===== src/hdl/leib_pkg.sv =====
// ----------------------------------------------------------------------------
// Line edit input buffer package
// Ring geometry, key codes, result layout and pointer helpers shared by the
// line edit input buffer modules.
// ----------------------------------------------------------------------------
package leib_pkg;

    // Ring geometry. Pointers count modulo twice the depth so that a full
    // ring and an empty ring can be told apart.
    localparam int RING_DEPTH = 256;
    localparam int PTR_MOD    = 2 * RING_DEPTH;
    localparam int PTR_W      = $clog2(PTR_MOD);
    localparam int IDX_W      = $clog2(RING_DEPTH);
    localparam int ERASE_W    = $clog2(RING_DEPTH + 1);
    localparam int CHAR_W     = 8;

    // Stream widths. Input tdata carries key_code then chars_already_read;
    // output tdata carries every result field, rounded up to whole bytes.
    localparam int IN_BITS  = CHAR_W + 1;
    localparam int IN_W     = ((IN_BITS + 7) / 8) * 8;
    localparam int OUT_BITS = 1 + CHAR_W + ERASE_W + 1 + 2 + 1 + CHAR_W + 1 + 1;
    localparam int OUT_W    = ((OUT_BITS + 7) / 8) * 8;

    // Operation selector.
    localparam logic OP_KEY  = 1'b0;
    localparam logic OP_READ = 1'b1;

    // Key codes with a meaning of their own.
    localparam logic [CHAR_W-1:0] KEY_NONE   = 8'h00;
    localparam logic [CHAR_W-1:0] KEY_EOF    = 8'h04;
    localparam logic [CHAR_W-1:0] KEY_BS     = 8'h08;
    localparam logic [CHAR_W-1:0] KEY_NL     = 8'h0A;
    localparam logic [CHAR_W-1:0] KEY_CR     = 8'h0D;
    localparam logic [CHAR_W-1:0] KEY_CTRL_P = 8'h10;
    localparam logic [CHAR_W-1:0] KEY_CTRL_Q = 8'h11;
    localparam logic [CHAR_W-1:0] KEY_KILL   = 8'h15;
    localparam logic [CHAR_W-1:0] KEY_DEL    = 8'h7F;

    // Service request codes.
    localparam logic [1:0] SVC_NONE  = 2'd0;
    localparam logic [1:0] SVC_CLEAR = 2'd1;
    localparam logic [1:0] SVC_MEM   = 2'd2;

    // Controller states.
    typedef enum logic [1:0] {
        S_IDLE = 2'b01,
        S_READ = 2'b10
    } t_state;

    // One result item.
    typedef struct packed {
        logic              read_empty;
        logic              read_eof;
        logic [CHAR_W-1:0] read_char;
        logic              read_valid;
        logic [1:0]        service;
        logic              commit;
        logic [ERASE_W-1:0] erase_count;
        logic [CHAR_W-1:0] echo_char;
        logic              echo_valid;
    } t_result;

    // Ring memory access from the controller.
    typedef struct packed {
        logic              we;
        logic [IDX_W-1:0]  waddr;
        logic [CHAR_W-1:0] wdata;
        logic              re;
        logic [IDX_W-1:0]  raddr;
    } t_ram_req;

    // Pointer step forward, wrapping at twice the depth.
    function automatic logic [PTR_W-1:0] ptr_inc(input logic [PTR_W-1:0] p);
        return (p == PTR_W'(PTR_MOD - 1)) ? '0 : p + PTR_W'(1);
    endfunction

    // Pointer step back, wrapping at twice the depth.
    function automatic logic [PTR_W-1:0] ptr_dec(input logic [PTR_W-1:0] p);
        return (p == '0) ? PTR_W'(PTR_MOD - 1) : p - PTR_W'(1);
    endfunction

    // Distance from b forward to a.
    function automatic logic [PTR_W-1:0] ptr_diff(input logic [PTR_W-1:0] a,
                                                  input logic [PTR_W-1:0] b);
        logic [PTR_W:0] d;
        d = {1'b0, a} - {1'b0, b};
        if (d[PTR_W]) begin
            d = d + (PTR_W + 1)'(PTR_MOD);
        end
        return d[PTR_W-1:0];
    endfunction

    // Ring slot of a pointer.
    function automatic logic [IDX_W-1:0] ptr_idx(input logic [PTR_W-1:0] p);
        logic [PTR_W-1:0] q;
        q = (p >= PTR_W'(RING_DEPTH)) ? p - PTR_W'(RING_DEPTH) : p;
        return q[IDX_W-1:0];
    endfunction

endpackage


===== src/hdl/leib_ram.sv =====
// ----------------------------------------------------------------------------
// Generic simple dual-port RAM
// One write port and one read port, read data registered.
// ----------------------------------------------------------------------------
module leib_ram #(
    parameter int WIDTH = 8,
    parameter int DEPTH = 256
) (
    input  logic                     i_clk,
    input  logic                     i_we,
    input  logic [$clog2(DEPTH)-1:0] i_waddr,
    input  logic [WIDTH-1:0]         i_wdata,
    input  logic                     i_re,
    input  logic [$clog2(DEPTH)-1:0] i_raddr,
    output logic [WIDTH-1:0]         o_rdata
);

    logic [WIDTH-1:0] r_mem [DEPTH];
    logic [WIDTH-1:0] r_rdata;

    // Write port.
    always_ff @(posedge i_clk) begin
        if (i_we) begin
            r_mem[i_waddr] <= i_wdata;
        end
    end

    // Registered read port.
    always_ff @(posedge i_clk) begin
        if (i_re) begin
            r_rdata <= r_mem[i_raddr];
        end
    end

    assign o_rdata = r_rdata;

endmodule


===== src/hdl/leib_ctrl.sv =====
// ----------------------------------------------------------------------------
// Line edit controller
// Holds the read, commit and edit pointers, decodes key and read items and
// drives the ring memory. A read of a committed character waits in a read
// state for the memory data.
// ----------------------------------------------------------------------------
module leib_ctrl (
    input  logic                        i_clk,
    input  logic                        i_rst_n,
    input  logic                        i_in_valid,
    output logic                        o_in_ready,
    input  logic                        i_operation,
    input  logic [leib_pkg::CHAR_W-1:0] i_key_code,
    input  logic                        i_chars_already_read,
    input  logic                        i_out_free,
    output logic                        o_res_valid,
    output leib_pkg::t_result           o_res,
    output leib_pkg::t_ram_req          o_ram_req,
    input  logic [leib_pkg::CHAR_W-1:0] i_ram_rdata
);
    import leib_pkg::*;

    t_state           r_state, n_state;
    logic [PTR_W-1:0] r_rd_ptr, n_rd_ptr;
    logic [PTR_W-1:0] r_cm_ptr, n_cm_ptr;
    logic [PTR_W-1:0] r_ed_ptr, n_ed_ptr;
    logic             r_already;
    logic             accept;
    logic [PTR_W-1:0] fill;

    // An item is taken only when idle and the output slot will be free.
    assign o_in_ready = (r_state == S_IDLE) && i_out_free;
    assign accept     = i_in_valid && o_in_ready;
    assign fill       = ptr_diff(r_ed_ptr, r_rd_ptr);

    // Item decode and pointer update.
    always_comb begin
        n_state     = r_state;
        n_rd_ptr    = r_rd_ptr;
        n_cm_ptr    = r_cm_ptr;
        n_ed_ptr    = r_ed_ptr;
        o_res       = '0;
        o_res_valid = 1'b0;
        o_ram_req   = '0;
        o_ram_req.waddr = ptr_idx(r_ed_ptr);
        o_ram_req.wdata = i_key_code;
        o_ram_req.raddr = ptr_idx(r_rd_ptr);

        case (r_state)
            S_IDLE: begin
                if (accept && i_operation == OP_KEY) begin
                    o_res_valid = 1'b1;
                    if (i_key_code == KEY_KILL) begin
                        // Drop the whole uncommitted line.
                        n_ed_ptr          = r_cm_ptr;
                        o_res.erase_count = ERASE_W'(ptr_diff(r_ed_ptr, r_cm_ptr));
                    end else if (i_key_code == KEY_BS || i_key_code == KEY_DEL) begin
                        if (r_ed_ptr != r_cm_ptr) begin
                            n_ed_ptr          = ptr_dec(r_ed_ptr);
                            o_res.erase_count = ERASE_W'(1);
                        end
                    end else if (i_key_code == KEY_CTRL_Q) begin
                        o_res.service = SVC_CLEAR;
                    end else if (i_key_code == KEY_CR) begin
                        o_res.service = SVC_MEM;
                    end else if (i_key_code == KEY_CTRL_P || i_key_code == KEY_NONE) begin
                        o_res = '0;
                    end else if (fill < PTR_W'(RING_DEPTH)) begin
                        // Store and echo; end of line, end of file or a full
                        // ring commits the line.
                        o_ram_req.we     = 1'b1;
                        n_ed_ptr         = ptr_inc(r_ed_ptr);
                        o_res.echo_valid = 1'b1;
                        o_res.echo_char  = i_key_code;
                        if (i_key_code == KEY_NL || i_key_code == KEY_EOF ||
                            fill == PTR_W'(RING_DEPTH - 1)) begin
                            n_cm_ptr     = ptr_inc(r_ed_ptr);
                            o_res.commit = 1'b1;
                        end
                    end
                end else if (accept) begin
                    if (r_rd_ptr == r_cm_ptr) begin
                        o_res_valid      = 1'b1;
                        o_res.read_empty = 1'b1;
                    end else begin
                        o_ram_req.re = 1'b1;
                        n_state      = S_READ;
                    end
                end
            end
            S_READ: begin
                // Ring data for the read pointer is back from the memory.
                o_res_valid = 1'b1;
                n_state     = S_IDLE;
                if (i_ram_rdata == KEY_EOF) begin
                    o_res.read_eof = 1'b1;
                    if (!r_already) begin
                        n_rd_ptr = ptr_inc(r_rd_ptr);
                    end
                end else begin
                    n_rd_ptr         = ptr_inc(r_rd_ptr);
                    o_res.read_valid = 1'b1;
                    o_res.read_char  = i_ram_rdata;
                end
            end
            default: begin
                n_state = S_IDLE;
            end
        endcase
    end

    // Control registers.
    always_ff @(posedge i_clk) begin
        if (!i_rst_n) begin
            r_state  <= S_IDLE;
            r_rd_ptr <= '0;
            r_cm_ptr <= '0;
            r_ed_ptr <= '0;
        end else begin
            r_state  <= n_state;
            r_rd_ptr <= n_rd_ptr;
            r_cm_ptr <= n_cm_ptr;
            r_ed_ptr <= n_ed_ptr;
        end
    end

    // Reader flag kept for the cycle of the memory read.
    always_ff @(posedge i_clk) begin
        if (accept) begin
            r_already <= i_chars_already_read;
        end
    end

    // The ring never holds more than its depth between read and edit pointers.
    a_fill_bound: assert property (@(posedge i_clk) disable iff (!i_rst_n)
        fill <= PTR_W'(RING_DEPTH))
        else $error("ring fill above depth");

    // The commit pointer lies between the read and edit pointers.
    a_commit_order: assert property (@(posedge i_clk) disable iff (!i_rst_n)
        ptr_diff(r_cm_ptr, r_rd_ptr) <= fill)
        else $error("commit pointer outside read..edit");

    // A memory read always completes in the next cycle.
    a_read_one_cycle: assert property (@(posedge i_clk) disable iff (!i_rst_n)
        r_state == S_READ |=> r_state == S_IDLE)
        else $error("read state held");

    // The read result lands in a free output slot and never meets a write.
    a_read_slot: assert property (@(posedge i_clk) disable iff (!i_rst_n)
        r_state == S_READ |-> i_out_free && !o_ram_req.we)
        else $error("read result without free slot");

    // A committed character is fetched only when something is committed.
    a_read_nonempty: assert property (@(posedge i_clk) disable iff (!i_rst_n)
        o_ram_req.re |-> r_rd_ptr != r_cm_ptr)
        else $error("memory read of empty committed region");

endmodule


===== src/hdl/line_edit_input_buffer_core.sv =====
// ----------------------------------------------------------------------------
// Line edit input buffer core
// Canonical line editor on a character ring with an output register.
// ----------------------------------------------------------------------------
// A key item, or a read item with nothing committed, gives its result
// directly; other read items pass through a read state, since the character
// comes from the registered read port of the ring memory. One item is
// worked on at a time, and a new one is taken while a finished result sits
// in the output register, as long as that result is taken in the same cycle.
// Each item gives exactly one result transfer. The ring needs no clearing
// after reset: only committed, hence written, entries are ever read.
module line_edit_input_buffer_core (
    input  logic                       i_clk,
    input  logic                       i_rst_n,
    input  logic                       i_s_tvalid,
    output logic                       o_s_tready,
    // [7:0] key_code, [8] chars_already_read, rest zero
    input  logic [leib_pkg::IN_W-1:0]  i_s_tdata,
    // [0] operation
    input  logic                       i_s_tuser,
    output logic                       o_m_tvalid,
    input  logic                       i_m_tready,
    // [0] echo_valid, [8:1] echo_char, [17:9] erase_count, [18] commit,
    // [20:19] service, [21] read_valid, [29:22] read_char, [30] read_eof,
    // [31] read_empty
    output logic [leib_pkg::OUT_W-1:0] o_m_tdata
);
    import leib_pkg::*;

    logic              out_free;
    logic              res_valid;
    t_result           res;
    t_ram_req          ram_req;
    logic [CHAR_W-1:0] ram_rdata;
    logic              r_out_valid;
    logic [OUT_W-1:0]  r_out_data;

    assign out_free = !r_out_valid || i_m_tready;

    // Pointer and decode logic.
    leib_ctrl u_ctrl (
        .i_clk               (i_clk),
        .i_rst_n             (i_rst_n),
        .i_in_valid          (i_s_tvalid),
        .o_in_ready          (o_s_tready),
        .i_operation         (i_s_tuser),
        .i_key_code          (i_s_tdata[CHAR_W-1:0]),
        .i_chars_already_read(i_s_tdata[CHAR_W]),
        .i_out_free          (out_free),
        .o_res_valid         (res_valid),
        .o_res               (res),
        .o_ram_req           (ram_req),
        .i_ram_rdata         (ram_rdata)
    );

    // Character ring.
    leib_ram #(
        .WIDTH(CHAR_W),
        .DEPTH(RING_DEPTH)
    ) u_ring (
        .i_clk  (i_clk),
        .i_we   (ram_req.we),
        .i_waddr(ram_req.waddr),
        .i_wdata(ram_req.wdata),
        .i_re   (ram_req.re),
        .i_raddr(ram_req.raddr),
        .o_rdata(ram_rdata)
    );

    // Output register: holds a result until its transfer completes.
    always_ff @(posedge i_clk) begin
        if (!i_rst_n) begin
            r_out_valid <= 1'b0;
        end else if (res_valid) begin
            r_out_valid <= 1'b1;
        end else if (i_m_tready) begin
            r_out_valid <= 1'b0;
        end
    end

    always_ff @(posedge i_clk) begin
        if (res_valid) begin
            r_out_data <= OUT_W'(res);
        end
    end

    assign o_m_tvalid = r_out_valid;
    assign o_m_tdata  = r_out_data;

endmodule

===== config.mk =====
export PLATFORM = sky130hd
export DESIGN_NAME = line_edit_input_buffer_core
export DESIGN_NICKNAME = d
export VERILOG_FILES = /design/src/hdl/leib_pkg.sv /design/src/hdl/leib_ram.sv /design/src/hdl/leib_ctrl.sv /design/src/hdl/line_edit_input_buffer_core.sv
export SDC_FILE = /design/constraint.sdc
export NUM_CORES = 2
export LEC_CHECK = 0
export BUFFER_PORTS_ARGS = -buffer_cell sky130_fd_sc_hd__buf_4
export CORE_MARGIN = 10
export CORE_UTILIZATION = 60
export CTS_CLUSTER_SIZE = 28
export DETAILED_ROUTE_END_ITERATION = 8
export GPL_ROUTABILITY_DRIVEN = 0
export PLACE_DENSITY = 0.76
export SYNTH_ARGS = -nofsm -noshare
export SYNTH_HDL_FRONTEND = slang
export SYNTH_SLANG_ARGS = --single-unit

===== constraint.sdc =====
create_clock -name i_clk -period 5.3 [get_ports i_clk]
set_input_delay 0.795 -clock i_clk [delete_from_list [all_inputs] [get_ports i_clk]]
set_output_delay 0.795 -clock i_clk [all_outputs]
set_load 0.01 [all_outputs]

Word-level counts from Yosys, hierarchy flattened
Memory sizes are Yosys's and may differ from the RTL's. A register that Yosys moved wholly into a read port is not among the register bits. Cells that the tools add are included.

$add $sub $neg: 9. Order comparisons: 3. Equality and inequality tests: 21. Multiplexer cells: 52. Bitwise logic cells: 10. Reductions and logical operators: 23.

Operators by type and width (count): 9-bit two-way mux (19); 19-bit two-way mux (2); 9-bit by 1-bit adder with 9-bit output (second input constant) (4); 1-bit two-way mux (25); 8-bit by 4-bit equality test with 1-bit output (second input constant) (3); 8-bit by 5-bit equality test with 1-bit output (second input constant) (3); 10-bit case mux with 2 select lines (1); 9-bit by 9-bit subtractor with 10-bit output (2); 9-bit equality test (second input constant) (2); 9-bit greater-or-equal comparator (second input constant) (2); 8-bit by 3-bit equality test with 1-bit output (second input constant) (2); 8-bit two-way mux (2); 8-bit by 1-bit subtractor with 8-bit output (second input constant) (2); 1-bit NOT (10); 9-bit by 8-bit equality test with 1-bit output (second input constant) (1); 9-bit equality test (1); 9-bit logical NOT (1); 9-bit < comparator (second input constant) (1); 3-bit by 1-bit != test with 1-bit output (second input constant) (3); 9-bit != test (1); 9-bit AND reduction (1); 9-bit by 1-bit subtractor with 9-bit output (second input constant) (1); 8-bit by 7-bit equality test with 1-bit output (second input constant) (1); 8-bit logical NOT (1); other kinds (18) (27).

Register bits: 63. RAM bits: 2048. Bits of input ports: 21. Output and inout bits: 34. Memories: 1.

Memories: u_ring.r_mem (words 256, bits a word 8, read ports 1, clocked after memory_dff 1, write ports 1, line leib_ram.sv:18) `logic [WIDTH-1:0] r_mem [DEPTH];`.

Logic depth before layout (Yosys ltp)
Depth after elaboration: 14. Gate-level depth with buffers: 14. Mapped depth without buffers: 11.

Modules after synthesis
From an unflattened synthesis, not the netlist that was laid out.

Cells, all modules: 4221. Area, all modules: 84061.9 um^2.

By module, submodules not included: leib_ram (times used 1, cells an instance 3733, area an instance 79636.4 um^2, seq. area each 61739.2 um^2); leib_ctrl (times used 1, cells an instance 452, area an instance 3415.8 um^2, seq. area each 610.6 um^2); line_edit_input_buffer_core (times used 1, cells an instance 36, area an instance 1009.7 um^2, seq. area each 980.9 um^2).

Least setup slack after synthesis
Ideal clock, no wire load.

Path kind: register to register. From: reg u_ctrl.r_rd_ptr[0]. To: reg r_out_data[0], in the netlist o_m_tdata[0], enable pin. Setup time: 0.422 ns. Data arrival time: 3.430 ns. Setup slack: 1.448 ns. Stages on the path, launching flop included: 12. Path buffers: 5. Cell sequence: dfxtp_1 -> clkbuf_1 -> buf_2 -> buf_4 -> buf_2 -> buf_4 -> xor2_1 -> nor4_1 -> nand4_1 -> nand2_1 -> a21oi_1 -> nor2_1.

Cells in the longest elaborated chain, start to end: 5.

RTL lines: from (decl) (line leib_ctrl.sv:24) `logic [PTR_W-1:0] r_rd_ptr, n_rd_ptr;`; from (signal assigned) (line leib_ctrl.sv:121) `r_rd_ptr <= n_rd_ptr;`; 9-bit equality test (line leib_ctrl.sv:82) `if (r_rd_ptr == r_cm_ptr) begin`; 1-bit two-way mux (line leib_ctrl.sv:82); 1-bit two-way mux (line leib_ctrl.sv:81) `end else if (accept) begin`; 1-bit two-way mux (line leib_ctrl.sv:51) `if (accept && i_operation == OP_KEY) begin`; 1-bit case mux with 2 select lines (line leib_ctrl.sv:49) `case (r_state)`; named net res_valid (line line_edit_input_buffer_core.sv:31) `logic res_valid;`; to (signal assigned) (line line_edit_input_buffer_core.sv:83) `r_out_data <= OUT_W'(res);`; to (decl) (line line_edit_input_buffer_core.sv:36) `logic [OUT_W-1:0] r_out_data;`.

The timed path passes the listed nets, and every way through them passes these cells. A chain may end at the register's enable or synchronous reset.

Worst setup path after layout
From: reg u_ctrl.r_ed_ptr[0]. To: mem u_ring.r_mem[178][7], enable pin.

Cells in the longest elaborated chain, start to end: 14.

RTL lines: from (decl) (line leib_ctrl.sv:26) `logic [PTR_W-1:0] r_ed_ptr, n_ed_ptr;`; from (signal assigned) (line leib_ctrl.sv:123) `r_ed_ptr <= n_ed_ptr;`; 9-bit by 9-bit subtractor with 10-bit output (line leib_pkg.sv:86) `d = {1'b0, a} - {1'b0, b};`; 9-bit by 1-bit adder with 9-bit output (line leib_pkg.sv:88) `d = d + (PTR_W + 1)'(PTR_MOD);`; 9-bit two-way mux (line leib_pkg.sv:87) `if (d[PTR_W]) begin`; 9-bit < comparator (line leib_ctrl.sv:68) `end else if (fill < PTR_W'(RING_DEPTH)) begin`; 1-bit two-way mux (line leib_ctrl.sv:68); 1-bit two-way mux (line leib_ctrl.sv:66) `end else if (i_key_code == KEY_CTRL_P || i_key_code == KEY_NONE) begin`; 1-bit two-way mux (line leib_ctrl.sv:64) `end else if (i_key_code == KEY_CR) begin`; 1-bit two-way mux (line leib_ctrl.sv:62) `end else if (i_key_code == KEY_CTRL_Q) begin`; 1-bit two-way mux (line leib_ctrl.sv:57) `end else if (i_key_code == KEY_BS || i_key_code == KEY_DEL) begin`; 1-bit two-way mux (line leib_ctrl.sv:53) `if (i_key_code == KEY_KILL) begin`; 1-bit two-way mux (line leib_ctrl.sv:51); 1-bit two-way mux (line leib_ctrl.sv:49); 1-bit two-way mux (line leib_ram.sv:23) `if (i_we) begin`; 1-bit two-way mux (implied by the code) (line leib_ram.sv:24) `r_mem[i_waddr] <= i_wdata;`; to (decl) (line leib_ram.sv:18).

Several ways; a longest one is shown, not always the timed one.

==> impl_table.tex <==
\begin{tabular}{lr}
\hline
Metric & Value \\
\hline
\multicolumn{2}{l}{\textbf{Placed design}} \\
Detail Placement HPWL & 110000 µm \\
Dpl cell area & approximately 85000 µm² \\
Pre-CTS worst setup slack & 0.674 ns \\
Number of buffers added on ports & 47 \\
\multicolumn{2}{l}{\textbf{GRT}} \\
GR met1 Demand/Resource & 0.353 \\
Maximum number of pins on one net before global-route repair & 237 \\
Vias in the first global route & 41600 \\
Residual overflow from global routing & 0 \\
Total routing resource utilization after global routing & 0.253 \\
Antenna violations before repair & 3 \\
GRT Max-Usage Layer & met2 \\
Met2 global-route usage & 0.389 \\
First-pass GRT wire length & around 280000 µm \\
Met3 Track Usage GR & 0.0615 \\
\multicolumn{2}{l}{\textbf{Floorplanning}} \\
Die area & 153000 µm² \\
DIE WIDTH & 391 µm \\
Vertical die dimension & between 300 and 400 µm \\
Count of boundary I/O pins & 55 \\
Initial Util & 0.606 \\
Core Footprint & 136000 µm² \\
Core Rows & 135 \\
\multicolumn{2}{l}{\textbf{Clock tree}} \\
H-Tree Depth & 4 \\
Maximum root-to-sink buffer count & 3 \\
Cells resized by post-CTS repair & 0 \\
Clock latency reported for the late side of the worst-skew pair & $\sim$0.8 ns \\
Number of clock buffers inserted by TritonCTS & 198 \\
Clock Tree Root & sky130\_fd\_sc\_hd\_\_clkbuf\_16 \\
Clock sink count & 2119 \\
Number of buffers inserted by post-CTS setup repair & 0 \\
Clock tree from TritonCTS & done \\
Worst-path clk slew & 0.06 ns \\
Post-cts hold buffer count & 0 \\
\multicolumn{2}{l}{\textbf{STA}} \\
Hold WS & about 0.16 ns \\
Final Skew & 0.0279 ns \\
Top achievable clock speed & $\sim$0.21 GHz \\
Aggregate negative setup slack & 0 ns \\
Slew at the pin closest to its max-slew limit & 1.34 ns \\
Count of endpoints failing setup in the final report & 0 \\
Relative slew slack & 0.104 \\
Final worst-path setup slack & 0.504 ns \\
Final critical-path required period & 4.80 ns \\
Hold Vio Cnt, Final & 0 \\
Post-route clock period utilization & 0.905 \\
Final-report max-slew violation count & 0 \\
Setup repair after global routing missed its margin & no \\
\multicolumn{2}{l}{\textbf{Setup path}} \\
Crit path required time & 5.72 ns \\
Worst Path Arrival & 5.22 ns \\
Maximum single-stage delay on the critical path & between 0.9 and 1 ns \\
Worst path cell trace & inv\_1, ha\_1, fa\_1, nor2b\_1, o2111ai\_1, a31oi\_1, xnor2\_1, buf\_4, nand2\_1, inv\_2, nand3\_1, nor2\_1 \\
Element type at the critical path start & flop \\
Crit Path Class & reg2reg \\
CP Capture Type & flop \\
Largest driver fanout on the critical path & 18 \\
Crit-path slowest cell & sky130\_fd\_sc\_hd\_\_nor2\_1 \\
Setup slack on the worst flop-to-flop path & 0.50 ns \\
\multicolumn{2}{l}{\textbf{Route}} \\
DRC violations left & 0 \\
WL final & 192000 µm \\
Number of search-and-repair iterations in the first detailed-routing pass & 7 \\
Via count normalized by instance count & 6.87 \\
Detailed router's first-iteration violation count & around 5900 \\
Vias after detailed routing & 41300 \\
Average routed wire per standard cell & $\sim$32 µm \\
Antenna-violating nets left & 0 \\
\multicolumn{2}{l}{\textbf{Layout}} \\
Number of nets in the layout & 4124 \\
Proportion of layout cells with a drive suffix above 1 & 0.226 \\
Final standard cell area without fillers & just over 90000 µm² \\
Area taken by multi-input logic gates & 18200 µm² \\
Filler Cell Count & 8139 \\
Storage element area & 63300 µm² \\
Post-synthesis to final-layout area growth & 10.7\% \\
\multicolumn{2}{l}{\textbf{Power}} \\
Leak Pwr & roughly 28 nW \\
IR drop worst, VDD & 0.341 mV \\
Ratio of total power to cell area & between 300 and 400 nW/µm² \\
\multicolumn{2}{l}{\textbf{Synthesis}} \\
Most used flip-flop cell after synthesis & sky130\_fd\_sc\_hd\_\_edfxtp\_1 \\
Mapped Area & 82400 µm² \\
Unique masters post-synth & 63 \\
Number of nets in the synthesized netlist & 4000 \\
Number of synthesized register bits & 2119 \\
Cells after Synth & 3951 \\
Count of flip-flops with a built-in enable after synthesis & around 2100 \\
Synthesized area per cell & $\sim$21 µm² \\
Yosys top cell by area & sky130\_fd\_sc\_hd\_\_edfxtp\_1 \\
Top cells by area in the synthesized netlist & sky130\_fd\_sc\_hd\_\_edfxtp\_1, sky130\_fd\_sc\_hd\_\_mux4\_2, sky130\_fd\_sc\_hd\_\_nor2\_1 \\
Area share of the largest cell type after synthesis & 0.761 \\
Synth warn & 0 \\
Proportion of register bits with asynchronous set or reset after synthesis & 0 \\
Sequential-to-total area share from yosys stat & 0.768 \\
\multicolumn{2}{l}{\textbf{Job}} \\
Maximum capacitance violations & 0 \\
\multicolumn{2}{l}{\textbf{Min path}} \\
Hold WC Path Type & in2reg \\
\multicolumn{2}{l}{\textbf{Outcome}} \\
Status & complete, no violations \\
\hline
\end{tabular}
## registers in the layout, summed over array words and instances, names as in the netlist
register          flops
o_m_tvalid            1
u_ctrl.r_already      1
u_ctrl.r_rd_ptr       9
u_ctrl.r_ed_ptr       9
u_ring.o_rdata        8
u_ring.r_mem       2048
o_m_tdata            32
u_ctrl.r_cm_ptr       9
u_ctrl.r_state        2
## area by class of cell
| type | instances | area share |
|---|---|---|
| Tap cell | 1781 | 0.0244 |
| Clock buffer | 263 | 0.0584 |
| Multi-Input combinational cell | 1580 | 0.199 |
| Inverter | 25 | 0.00103 |
| Antenna cell | 1 | 0.0000274 |
| Timing Repair Buffer | 151 | 0.0151 |
| Sequential cell | 2119 | 0.694 |
| Clock inverter | 93 | 0.00788 |
## cells in the final DEF, fill, tap and decap left out, types with 6 or more instances in the layout
cell and instances:
sky130_fd_sc_hd__o22ai_1 33, sky130_fd_sc_hd__buf_8 8, sky130_fd_sc_hd__or2_2 6, sky130_fd_sc_hd__nor2_1 294
sky130_fd_sc_hd__nand2b_1 13, sky130_fd_sc_hd__nor4_1 14, sky130_fd_sc_hd__mux2i_1 31, sky130_fd_sc_hd__buf_4 128
sky130_fd_sc_hd__nand2_1 78, sky130_fd_sc_hd__inv_1 20, sky130_fd_sc_hd__a22oi_1 88, sky130_fd_sc_hd__bufinv_16 9
sky130_fd_sc_hd__clkinv_1 44, sky130_fd_sc_hd__edfxtp_1 2089, sky130_fd_sc_hd__nand3_1 41, sky130_fd_sc_hd__nand4_1 8
sky130_fd_sc_hd__clkbuf_1 59, sky130_fd_sc_hd__a221oi_1 72, sky130_fd_sc_hd__nor2_4 8, sky130_fd_sc_hd__ha_1 26
sky130_fd_sc_hd__clkbuf_16 204, sky130_fd_sc_hd__nor2b_1 15, sky130_fd_sc_hd__inv_6 6, sky130_fd_sc_hd__mux4_2 512
sky130_fd_sc_hd__clkinv_2 30, sky130_fd_sc_hd__and3_1 14, sky130_fd_sc_hd__o21ai_0 27, sky130_fd_sc_hd__a22o_1 64
sky130_fd_sc_hd__xnor2_1 23, sky130_fd_sc_hd__a21oi_1 47, sky130_fd_sc_hd__buf_12 15, sky130_fd_sc_hd__dfxtp_1 27
sky130_fd_sc_hd__and2_1 10, sky130_fd_sc_hd__o211ai_1 20, sky130_fd_sc_hd__xor2_1 13, sky130_fd_sc_hd__a211oi_1 13
sky130_fd_sc_hd__nor3_1 44
## Yosys cell counts, drive strengths merged (3+ instances only)
master   number
ha           26
and2         11
nor2        303
o2111ai       3
dfxtp        30
xor2         13
a21o          3
a211oi       13
or2           6
inv          22
nand4         8
nor3         46
a21oi        47
a221oi       72
buf          80
o21a          3
nor2b        15
clkbuf      147
a31oi         4
o211ai       20
o21ai        27
nand2b       13
or3           4
o22ai        33
edfxtp     2089
mux2i        31
nand3        44
nand2        82
a22o         64
a22oi        88
nand4b        5
and3         14
clkinv        3
o31a          3
mux4        512
nor4         15
and4          4
xnor2        23
nor4b         3
## worst paths after layout
path | start | end | cells past startpoint
min reg2reg | u_ctrl.r_cm_ptr[6] | u_ctrl.r_cm_ptr[6] | 2
max | u_ctrl.r_ed_ptr[0] | u_ring.r_mem[178][7] | 12
min | i_s_tdata[8] | u_ctrl.r_already | 1
max reg2reg | u_ctrl.r_ed_ptr[0] | u_ring.r_mem[178][7] | 12
## routing by layer
metal,up-vias,wire length [µm]
met5,-,24
met4,4,7840
met2,2675,91400
li1,16800,-
met3,431,21700
met1,21400,70800
## worst max-delay path: cells and delay by family (launching register included)
family | cells | cell delay (ns)
xor gates and xnor gates | 1 | 0.16
DFF | 1 | 0.51
and+or+nand+nor | 4 | 1.87
buffers and inverters | 3 | 0.79
adders and majority gates | 2 | 0.66
AOI/OAI and AO/OA | 2 | 0.40
## where the power goes
group	total (mW)	internal [mW]	leakage, nW	switching, mW
Combinational	0.552	0.103	5.58	0.449
Sequential	18.4	18.4	19.1	0.0136
Clock	13.4	7.48	2.96	5.96
## per-stage QoR
stage	power (mW)	util	instances
final	32.4	0.671	6013
after global routing	33.2	0.671	6012
after CTS	32.5	0.671	6012
after detailed placement	19.3	0.627	5656
after global placement	19.3	0.627	5656
after floorplan	18.9	-	3951
## cell families (layout without fill, tap and decap cells)
family,count (synthesis),after routing,share of synthesized area
buffers and inverters,252,532,0.0128
other,0,1,0
AND/OR/NAND/NOR,579,579,0.0315
flip-flops,2119,2119,0.768
AO/OA/AOI/OAI,393,393,0.0354
multiplexers,544,544,0.144
XOR/XNOR,36,36,0.00382
adder cells (fa/ha/maj),28,28,0.00443
Power figures use the tool's default switching activity.
